$ cat config.mk
export PLATFORM = sky130hd
export DESIGN_NAME = can_multiframe_reassembly_tracker
export DESIGN_NICKNAME = d
export VERILOG_FILES = /design/src/hdl/cmrt_pkg.sv /design/src/hdl/can_multiframe_reassembly_tracker.sv /design/src/hdl/cmrt_ram.sv
export SDC_FILE = /design/constraint.sdc
export NUM_CORES = 1
export LEC_CHECK = 0
export BUFFER_PORTS_ARGS = -buffer_cell sky130_fd_sc_hd__buf_4
export CAP_MARGIN = 10
export CELL_PAD_IN_SITES_DETAIL_PLACEMENT = 0
export CELL_PAD_IN_SITES_GLOBAL_PLACEMENT = 1
export CORE_MARGIN = 3
export CORE_UTILIZATION = 48
export CTS_CLUSTER_SIZE = 30
export DETAILED_ROUTE_END_ITERATION = 10
export PLACE_DENSITY_LB_ADDON = 0.1
export SLEW_MARGIN = 10
export SYNTH_ARGS = -nofsm -noshare
export SYNTH_HDL_FRONTEND = slang
export SYNTH_SLANG_ARGS = --single-unit
$ cat constraint.sdc
create_clock -name aclk -period 8.8 [get_ports aclk]
set_input_delay 0.44 -clock aclk [delete_from_list [all_inputs] [get_ports aclk]]
set_output_delay 0.44 -clock aclk [all_outputs]
set_load 0.01 [all_outputs]
$ cat src/hdl/cmrt_pkg.sv
// shared types and constants for the multi-frame reassembly tracker
`timescale 1ns / 1ps

package cmrt_pkg;

    localparam int ID_W      = 29;
    localparam int LEN_W     = 4;
    localparam int DATA_W    = 64;
    localparam int ADDR_W    = 8;
    localparam int IDX_W     = 12;
    localparam int STATUS_W  = 4;
    localparam int SLOT_OUT_W = 3;
    localparam int OFFSET_W  = 14;
    localparam int MLEN_W    = 15;

    localparam int FRAME_BYTES = 8;
    localparam int BYTE_SHIFT  = 3;

    localparam int FIRST_BIT = 28;
    localparam int IDX_LSB   = 16;
    localparam int SRC_LSB   = 8;
    localparam int DST_LSB   = 0;

    localparam logic [LEN_W-1:0] MAX_LEN = LEN_W'(FRAME_BYTES);

    typedef enum logic [STATUS_W-1:0] {
        ST_IGNORED     = 4'd0,
        ST_SINGLE      = 4'd1,
        ST_STARTED     = 4'd2,
        ST_APPENDED    = 4'd3,
        ST_COMPLETED   = 4'd4,
        ST_NO_SLOT     = 4'd5,
        ST_TOO_MANY    = 4'd6,
        ST_BAD_INDEX   = 4'd7,
        ST_NOT_STARTED = 4'd8
    } status_t;

    typedef enum logic {
        FSM_IDLE,
        FSM_LOOKUP
    } fsm_t;

endpackage

$ cat src/hdl/can_multiframe_reassembly_tracker.sv
// top level of the multi-frame reassembly tracker
`timescale 1ns / 1ps

// Tracks segmented messages carried in extended-id CAN frames, one result per
// frame. A frame passes the idle and lookup states: as it is accepted, the
// slot flags and source addresses are searched and the per-slot count and
// last index are read from the slot memory; in the lookup state the index
// is checked, the result is registered and the slot memory is written back.
// A frame waits in the lookup state while an earlier result has not been
// taken. The own address is written through cfg_we / cfg_wdata.

module can_multiframe_reassembly_tracker #(
    parameter int SLOTS = 5,
    parameter int MAX_PACKETS = 2048
) (
    input  logic                              aclk,
    input  logic                              aresetn,

    input  logic                              cfg_we,
    input  logic [cmrt_pkg::ADDR_W-1:0]       cfg_wdata,

    input  logic                              s_valid,
    output logic                              s_ready,
    input  logic [cmrt_pkg::ID_W-1:0]         s_frame_id,
    input  logic [cmrt_pkg::LEN_W-1:0]        s_frame_len,
    input  logic [cmrt_pkg::DATA_W-1:0]       s_frame_data,

    output logic                              m_valid,
    input  logic                              m_ready,
    output logic [cmrt_pkg::STATUS_W-1:0]     m_status,
    output logic [cmrt_pkg::SLOT_OUT_W-1:0]   m_slot,
    output logic [cmrt_pkg::ADDR_W-1:0]       m_source_addr,
    output logic [cmrt_pkg::OFFSET_W-1:0]     m_byte_offset,
    output logic [cmrt_pkg::DATA_W-1:0]       m_data_out,
    output logic [cmrt_pkg::LEN_W-1:0]        m_data_len,
    output logic [cmrt_pkg::MLEN_W-1:0]       m_message_length
);

    import cmrt_pkg::*;

    localparam int SLOT_W = (SLOTS > 1) ? $clog2(SLOTS) : 1;
    localparam int RAM_W  = 2 * IDX_W;
    localparam logic [IDX_W-1:0] MAX_PKT = IDX_W'(MAX_PACKETS);

    fsm_t state_reg, state_next;

    logic [ADDR_W-1:0] own_addr_reg;
    logic [SLOTS-1:0]  taken_reg, taken_next;
    logic [ADDR_W-1:0] source_reg [SLOTS];

    // frame held between lookup and result
    logic              hit_dst_reg;
    logic              first_reg;
    logic [IDX_W-1:0]  idx_reg;
    logic [ADDR_W-1:0] src_reg;
    logic [LEN_W-1:0]  len_reg;
    logic [DATA_W-1:0] data_reg;
    logic              match_found_reg, free_found_reg;
    logic [SLOT_W-1:0] match_slot_reg, free_slot_reg;

    logic                m_valid_reg, m_valid_next;
    logic [STATUS_W-1:0] m_status_reg, m_status_next;
    logic [SLOT_W-1:0]   m_slot_reg, m_slot_next;
    logic [ADDR_W-1:0]   m_src_reg, m_src_next;
    logic [OFFSET_W-1:0] m_off_reg, m_off_next;
    logic [DATA_W-1:0]   m_data_reg, m_data_next;
    logic [LEN_W-1:0]    m_len_reg, m_len_next;
    logic [MLEN_W-1:0]   m_mlen_reg, m_mlen_next;

    logic              s_xfer, out_free, finish;
    logic [ADDR_W-1:0] in_src, in_dst;
    logic [LEN_W-1:0]  in_len;
    logic              match_found, free_found;
    logic [SLOT_W-1:0] match_slot, free_slot;

    logic              ram_we;
    logic [SLOT_W-1:0] ram_waddr;
    logic [RAM_W-1:0]  ram_wdata, ram_rdata;
    logic [IDX_W-1:0]  rd_count, rd_last;
    logic              src_we;
    logic [SLOT_W-1:0] src_wslot;
    logic [DATA_W-1:0] data_masked;
    logic [MLEN_W-1:0] offset_full;
    logic [SLOT_W+SLOT_OUT_W-1:0] slot_ext;

    assign s_ready  = (state_reg == FSM_IDLE);
    assign s_xfer   = s_valid && s_ready;
    assign out_free = !m_valid_reg || m_ready;
    assign finish   = (state_reg == FSM_LOOKUP) && out_free;

    assign in_src = s_frame_id[SRC_LSB +: ADDR_W];
    assign in_dst = s_frame_id[DST_LSB +: ADDR_W];
    assign in_len = (s_frame_len > MAX_LEN) ? MAX_LEN : s_frame_len;

    // lowest taken slot with this source, lowest free slot
    always_comb begin
        match_found = 1'b0;
        match_slot  = '0;
        free_found  = 1'b0;
        free_slot   = '0;
        for (int s = SLOTS - 1; s >= 0; s--) begin
            if (taken_reg[s] && source_reg[s] == in_src) begin
                match_found = 1'b1;
                match_slot  = SLOT_W'(s);
            end
            if (!taken_reg[s]) begin
                free_found = 1'b1;
                free_slot  = SLOT_W'(s);
            end
        end
    end

    cmrt_ram #(
        .WIDTH (RAM_W),
        .DEPTH (SLOTS),
        .ADDR_W(SLOT_W)
    ) u_slot_ram (
        .aclk  (aclk),
        .we    (ram_we),
        .waddr (ram_waddr),
        .wdata (ram_wdata),
        .re    (s_xfer),
        .raddr (match_slot),
        .rdata (ram_rdata)
    );

    assign rd_count = ram_rdata[RAM_W-1:IDX_W];
    assign rd_last  = ram_rdata[IDX_W-1:0];
    assign offset_full = {idx_reg, BYTE_SHIFT'(0)};

    always_comb begin
        for (int i = 0; i < FRAME_BYTES; i++) begin
            data_masked[8*i +: 8] = (LEN_W'(i) < len_reg) ? data_reg[8*i +: 8] : 8'h00;
        end
    end

    always_comb begin
        state_next    = state_reg;
        taken_next    = taken_reg;
        m_valid_next  = m_valid_reg;
        m_status_next = m_status_reg;
        m_slot_next   = m_slot_reg;
        m_src_next    = m_src_reg;
        m_off_next    = m_off_reg;
        m_data_next   = m_data_reg;
        m_len_next    = m_len_reg;
        m_mlen_next   = m_mlen_reg;
        ram_we        = 1'b0;
        ram_waddr     = match_slot_reg;
        ram_wdata     = {rd_count, idx_reg};
        src_we        = 1'b0;
        src_wslot     = free_slot_reg;

        if (m_valid_reg && m_ready) begin
            m_valid_next = 1'b0;
        end

        unique case (state_reg)
            FSM_IDLE: begin
                if (s_xfer) begin
                    state_next = FSM_LOOKUP;
                end
            end
            FSM_LOOKUP: begin
                if (out_free) begin
                    state_next    = FSM_IDLE;
                    m_valid_next  = 1'b1;
                    m_status_next = ST_IGNORED;
                    m_slot_next   = '0;
                    m_src_next    = '0;
                    m_off_next    = '0;
                    m_data_next   = '0;
                    m_len_next    = '0;
                    m_mlen_next   = '0;
                    if (hit_dst_reg) begin
                        m_src_next = src_reg;
                        if (first_reg) begin
                            if (idx_reg <= IDX_W'(1)) begin
                                m_status_next = ST_SINGLE;
                                m_data_next   = data_masked;
                                m_len_next    = len_reg;
                                m_mlen_next   = MLEN_W'(len_reg);
                            end else if (idx_reg > MAX_PKT) begin
                                m_status_next = ST_TOO_MANY;
                            end else if (free_found_reg) begin
                                m_status_next = ST_STARTED;
                                m_slot_next   = free_slot_reg;
                                m_data_next   = data_masked;
                                m_len_next    = len_reg;
                                m_mlen_next   = MLEN_W'(len_reg);
                                taken_next[free_slot_reg] = 1'b1;
                                src_we        = 1'b1;
                                ram_we        = 1'b1;
                                ram_waddr     = free_slot_reg;
                                ram_wdata     = {idx_reg, IDX_W'(0)};
                            end else begin
                                m_status_next = ST_NO_SLOT;
                            end
                        end else if (match_found_reg) begin
                            m_slot_next = match_slot_reg;
                            if ({1'b0, idx_reg} != {1'b0, rd_last} + (IDX_W+1)'(1)) begin
                                m_status_next = ST_BAD_INDEX;
                                taken_next[match_slot_reg] = 1'b0;
                            end else begin
                                ram_we      = 1'b1;
                                m_off_next  = offset_full[OFFSET_W-1:0];
                                m_data_next = data_masked;
                                m_len_next  = len_reg;
                                m_mlen_next = offset_full + MLEN_W'(len_reg);
                                if ({1'b0, idx_reg} + (IDX_W+1)'(1) == {1'b0, rd_count}) begin
                                    m_status_next = ST_COMPLETED;
                                    taken_next[match_slot_reg] = 1'b0;
                                end else begin
                                    m_status_next = ST_APPENDED;
                                end
                            end
                        end else begin
                            m_status_next = ST_NOT_STARTED;
                        end
                    end
                end
            end
            default: begin
                state_next = FSM_IDLE;
            end
        endcase
    end

    always_ff @(posedge aclk) begin
        if (!aresetn) begin
            state_reg    <= FSM_IDLE;
            taken_reg    <= '0;
            own_addr_reg <= '0;
            m_valid_reg  <= 1'b0;
        end else begin
            state_reg   <= state_next;
            taken_reg   <= taken_next;
            m_valid_reg <= m_valid_next;
            if (cfg_we) begin
                own_addr_reg <= cfg_wdata;
            end
        end
    end

    always_ff @(posedge aclk) begin
        if (s_xfer) begin
            hit_dst_reg     <= (in_dst == own_addr_reg);
            first_reg       <= s_frame_id[FIRST_BIT];
            idx_reg         <= s_frame_id[IDX_LSB +: IDX_W];
            src_reg         <= in_src;
            len_reg         <= in_len;
            data_reg        <= s_frame_data;
            match_found_reg <= match_found;
            match_slot_reg  <= match_slot;
            free_found_reg  <= free_found;
            free_slot_reg   <= free_slot;
        end
        if (src_we) begin
            source_reg[src_wslot] <= src_reg;
        end
        if (finish) begin
            m_status_reg <= m_status_next;
            m_slot_reg   <= m_slot_next;
            m_src_reg    <= m_src_next;
            m_off_reg    <= m_off_next;
            m_data_reg   <= m_data_next;
            m_len_reg    <= m_len_next;
            m_mlen_reg   <= m_mlen_next;
        end
    end

    assign slot_ext = {SLOT_OUT_W'(0), m_slot_reg};

    assign m_valid          = m_valid_reg;
    assign m_status         = m_status_reg;
    assign m_slot           = slot_ext[SLOT_OUT_W-1:0];
    assign m_source_addr    = m_src_reg;
    assign m_byte_offset    = m_off_reg;
    assign m_data_out       = m_data_reg;
    assign m_data_len       = m_len_reg;
    assign m_message_length = m_mlen_reg;

endmodule

$ cat src/hdl/cmrt_ram.sv
// generic single-write, single-read ram with registered read data
`timescale 1ns / 1ps

module cmrt_ram #(
    parameter int WIDTH = 24,
    parameter int DEPTH = 5,
    parameter int ADDR_W = (DEPTH > 1) ? $clog2(DEPTH) : 1
) (
    input  logic              aclk,
    input  logic              we,
    input  logic [ADDR_W-1:0] waddr,
    input  logic [WIDTH-1:0]  wdata,
    input  logic              re,
    input  logic [ADDR_W-1:0] raddr,
    output logic [WIDTH-1:0]  rdata
);

    logic [WIDTH-1:0] mem [DEPTH];
    logic [WIDTH-1:0] rdata_reg;

    always_ff @(posedge aclk) begin
        if (we) begin
            mem[waddr] <= wdata;
        end
        if (re) begin
            rdata_reg <= mem[raddr];
        end
    end

    assign rdata = rdata_reg;

endmodule
==> summary.md <==
| Metric | Value |
|---|---|
| Status | complete, no violations |
| Hold WC Path Type | in2reg |
| Mapped cell area | roughly 0.016 sq mm |
| Pwr/cell area | roughly 210 mW/mm^2 |
| Nets | 1393 |
| RSZ-0062 raised after global routing | false |
| Tmin final | roughly 4 ns |
| Setup violators final | 0 |
| TritonCTS Buffers | 43 |
| WHS Endpoint | data_reg[39] |
| Total power | 4.19 mW |
| Clk pin slew, worst setup/hold paths | 0.06 ns |
| Reg2reg end | u_slot_ram.mem[1][4] |
| Startpoint Class | register |
| Seq cells post-synth | roughly 400 |
| Area of the multi-input gates | around 0.0043 sq mm |
| Pin count of the biggest net entering global routing | 80 |
| Crit Path Max Fanout | 24 |
| CTS Buffer Depth | 3 |
| Crit path buf inv count | 1 |
| Vias | approximately 9000 |
| Max-cap violation count | 0 |
| # DRC | 0 |
| Tot GR Track Use | between 10% and 20% |
| # fillers | ~2600 |
| Port buffer count | 220 |
| Routability cong. | ~0.85 |
| Area leader, netlist | edfxtp_1 |
| Hold WS | between 0.08 and 0.09 ns |
| Rows | between 60 and 70 |
| VDD IR-drop max | between 0.15 and 0.2 mV |
| Detailed-route wire length | between 30 and 40 mm |
| Final ANT Viol Nets | 0 |
| Vias per inst | 5.22 |
| Final Cell Area | approximately 0.020 sq mm |
| TritonCTS clock tree | yes |
| Core ar. | approximately 0.034 sq mm |
| Hold path cells | 1 |
| Slew Limit Fails | 0 |
| Worst endpoint required time | 8.99 ns |
| Number of synthesized flops with an enable pin | slightly below 400 |
| Synth Instances | ~1100 |
| Grt total ovfl | 0 |
| Hold path start | s_frame_data[39] |
| Top delay family on crit path | simple AND/OR/NAND/NOR gates |
| Layout Area Growth over Synthesis | 20.9% |
| CP max-delay cell | nor3b_2 |
| # IOs | ~220 |
| Clk_lat worst skew | approximately 0.53 ns |
| Dominant synthesized flop cell | edfxtp_1 |
| Dpl hpwl | between 20 and 25 mm |
| Synth top cells by count | edfxtp_1, and2_1, mux2i_1, nand2_1, xnor2_1 |
| Worst setup EP type | register |
| Netlist cell types | 70 |
| Clk_skew | about 0.012 ns |
| Die Ht | 191 um |
| Quantity of hold-fixing buffers added after cts | 0 |
| Reg2reg setup slack | approximately 4.8 ns |
| Tightest Pin Transition | between 1 and 1.5 ns |
| Worst-path cell chain | or4_4 > nor4_4 > nand2_1 > mux2_4 > or3_4 > nor3b_2 > o21bai_2 > buf_4 |
| Clock sink count | roughly 400 |
| Share of the synthesized area in the top cell type | 70.7% |
| Initial core utilization | 48.9% |
| Top cells by area, synth | edfxtp_1, mux2i_1, and2_1 |
| CP max stage delay | about 0.74 ns |
| Max reg flops | 120 |
| Post-synthesis async set-or-reset flop share | 0% |
| Worst rel slew slack | between 20 and 30% |
| Die Span X | about 190 um |
| 1st-pass router iterations | 5 |
| Crit path arrival time | about 4.2 ns |
| Register area | around 0.012 sq mm |
| Share of layout cells above drive strength 1 | approximately 26% |
| Global-route wire length before repair | ~54 mm |
| Drt wl/cell | approximately 21 um |
| Crit path kind | reg2reg |
| Hold Vio Cnt, Final | 0 |
| Post-CTS setup buffer count | 0 |
| Reg2reg start | idx_reg[6] |
| Fin Setup TNS | 0 ns |
| Syn. warnings | 0 |
| Initial antenna violation count | 1 |
| Max Fclk | roughly 250 MHz |
| Top-count cell post-synth | edfxtp_1 |
| Register area share after synthesis | between 70% and 80% |
| Leak Pwr | between 7 and 8 nW |
| Die Area | 0.0366 sq mm |
| First-iteration detailed-routing DRC count | between 500 and 600 |
| Cts repair resizes | 0 |
| Avg Cell Area, Syn | approximately 16 sq um |
| H-tree depth | 2 |
| Fin crit share | between 40% and 50% |
| FF-to-FF path depth | 8 |
| CTS Root Cell | clkbuf_16 |
| Number of global-route vias before repair | slightly below 9000 |
| Instance area at placement | approximately 0.019 sq mm |
[layer usage]
metal  track usage, %  share of wire (%)  up-vias
met1             27.1                 45     4534
met5                0                  0        -
met2             31.5                 48      240
li1                 -                  -     4359
met4             4.57                1.9        0
met3             3.59                5.4       53
[report_power, final]
group	switching, mW	internal, mW	total (mW)
sequential	0.0449	2.18	2.23
clock	0.699	1.02	1.72
combinational	0.134	0.110	0.244
[cell type report]
cell class	count	share of cell area, %
multi-input cells	581	21.3
repair buffers	233	8.78
inverters	15	0.283
clock inverters	22	0.936
well taps	448	2.81
diodes	1	0.0126
flip-flops and latches	403	60.0
clock buffers	56	5.86
[kinds of logic (layout without fill, tap and decap cells)]
logic type | count (synthesis) | in the layout | share of synthesized area (%)
adder cells (fa/ha/maj) | 6 | 6 | 0.455
buffers and inverters | 71 | 326 | 2.03
XOR/XNOR | 82 | 82 | 4.44
multiplexers | 105 | 105 | 6.59
other | 1 | 4 | 0.0227
AO/OA/AOI/OAI | 85 | 85 | 3.55
flip-flops | 403 | 403 | 72.5
AND/OR/NAND/NOR | 300 | 300 | 10.4
[worst max-delay path by stage]
stage / startpoint / end / depth (start not counted)
final: idx_reg[6] / u_slot_ram.mem[1][4] / 8
after global routing: idx_reg[6] / u_slot_ram.mem[4][3] / 9
after CTS: idx_reg[6] / u_slot_ram.mem[1][8] / 8
after detailed placement: idx_reg[6] / u_slot_ram.mem[1][8] / 8
after global placement: idx_reg[6] / u_slot_ram.mem[1][8] / 8
after floorplan: state_reg / data_reg[0] / 1
[placed cells by master, fill, tap and decap left out, types with 7 or more instances in the layout]
cell	n
a21oi_1	10
and2_1	84
and3_1	15
buf_4	233
clkbuf_1	11
clkbuf_16	45
clkinv_1	9
dfxtp_1	15
edfxtp_1	388
inv_1	15
mux2_2	24
mux2i_1	80
nand2_1	53
nand3_1	19
nand4_1	13
nor2_1	34
nor2b_1	20
nor3_1	8
nor4_1	10
o21a_1	9
o21ai_0	17
or3_1	7
xnor2_1	50
xor2_1	31
[stage by stage]
step	util, %	worst slack (ns)	std cells
CTS	59.1	4.75	1758
finish	59.1	4.77	1759
global route	59.1	4.48	1759
floorplan	-	2.44	1055
detailed placement	55.1	4.78	1680
global placement	55.1	4.85	1680
No activity file was read; power rests on OpenSTA's default activity.
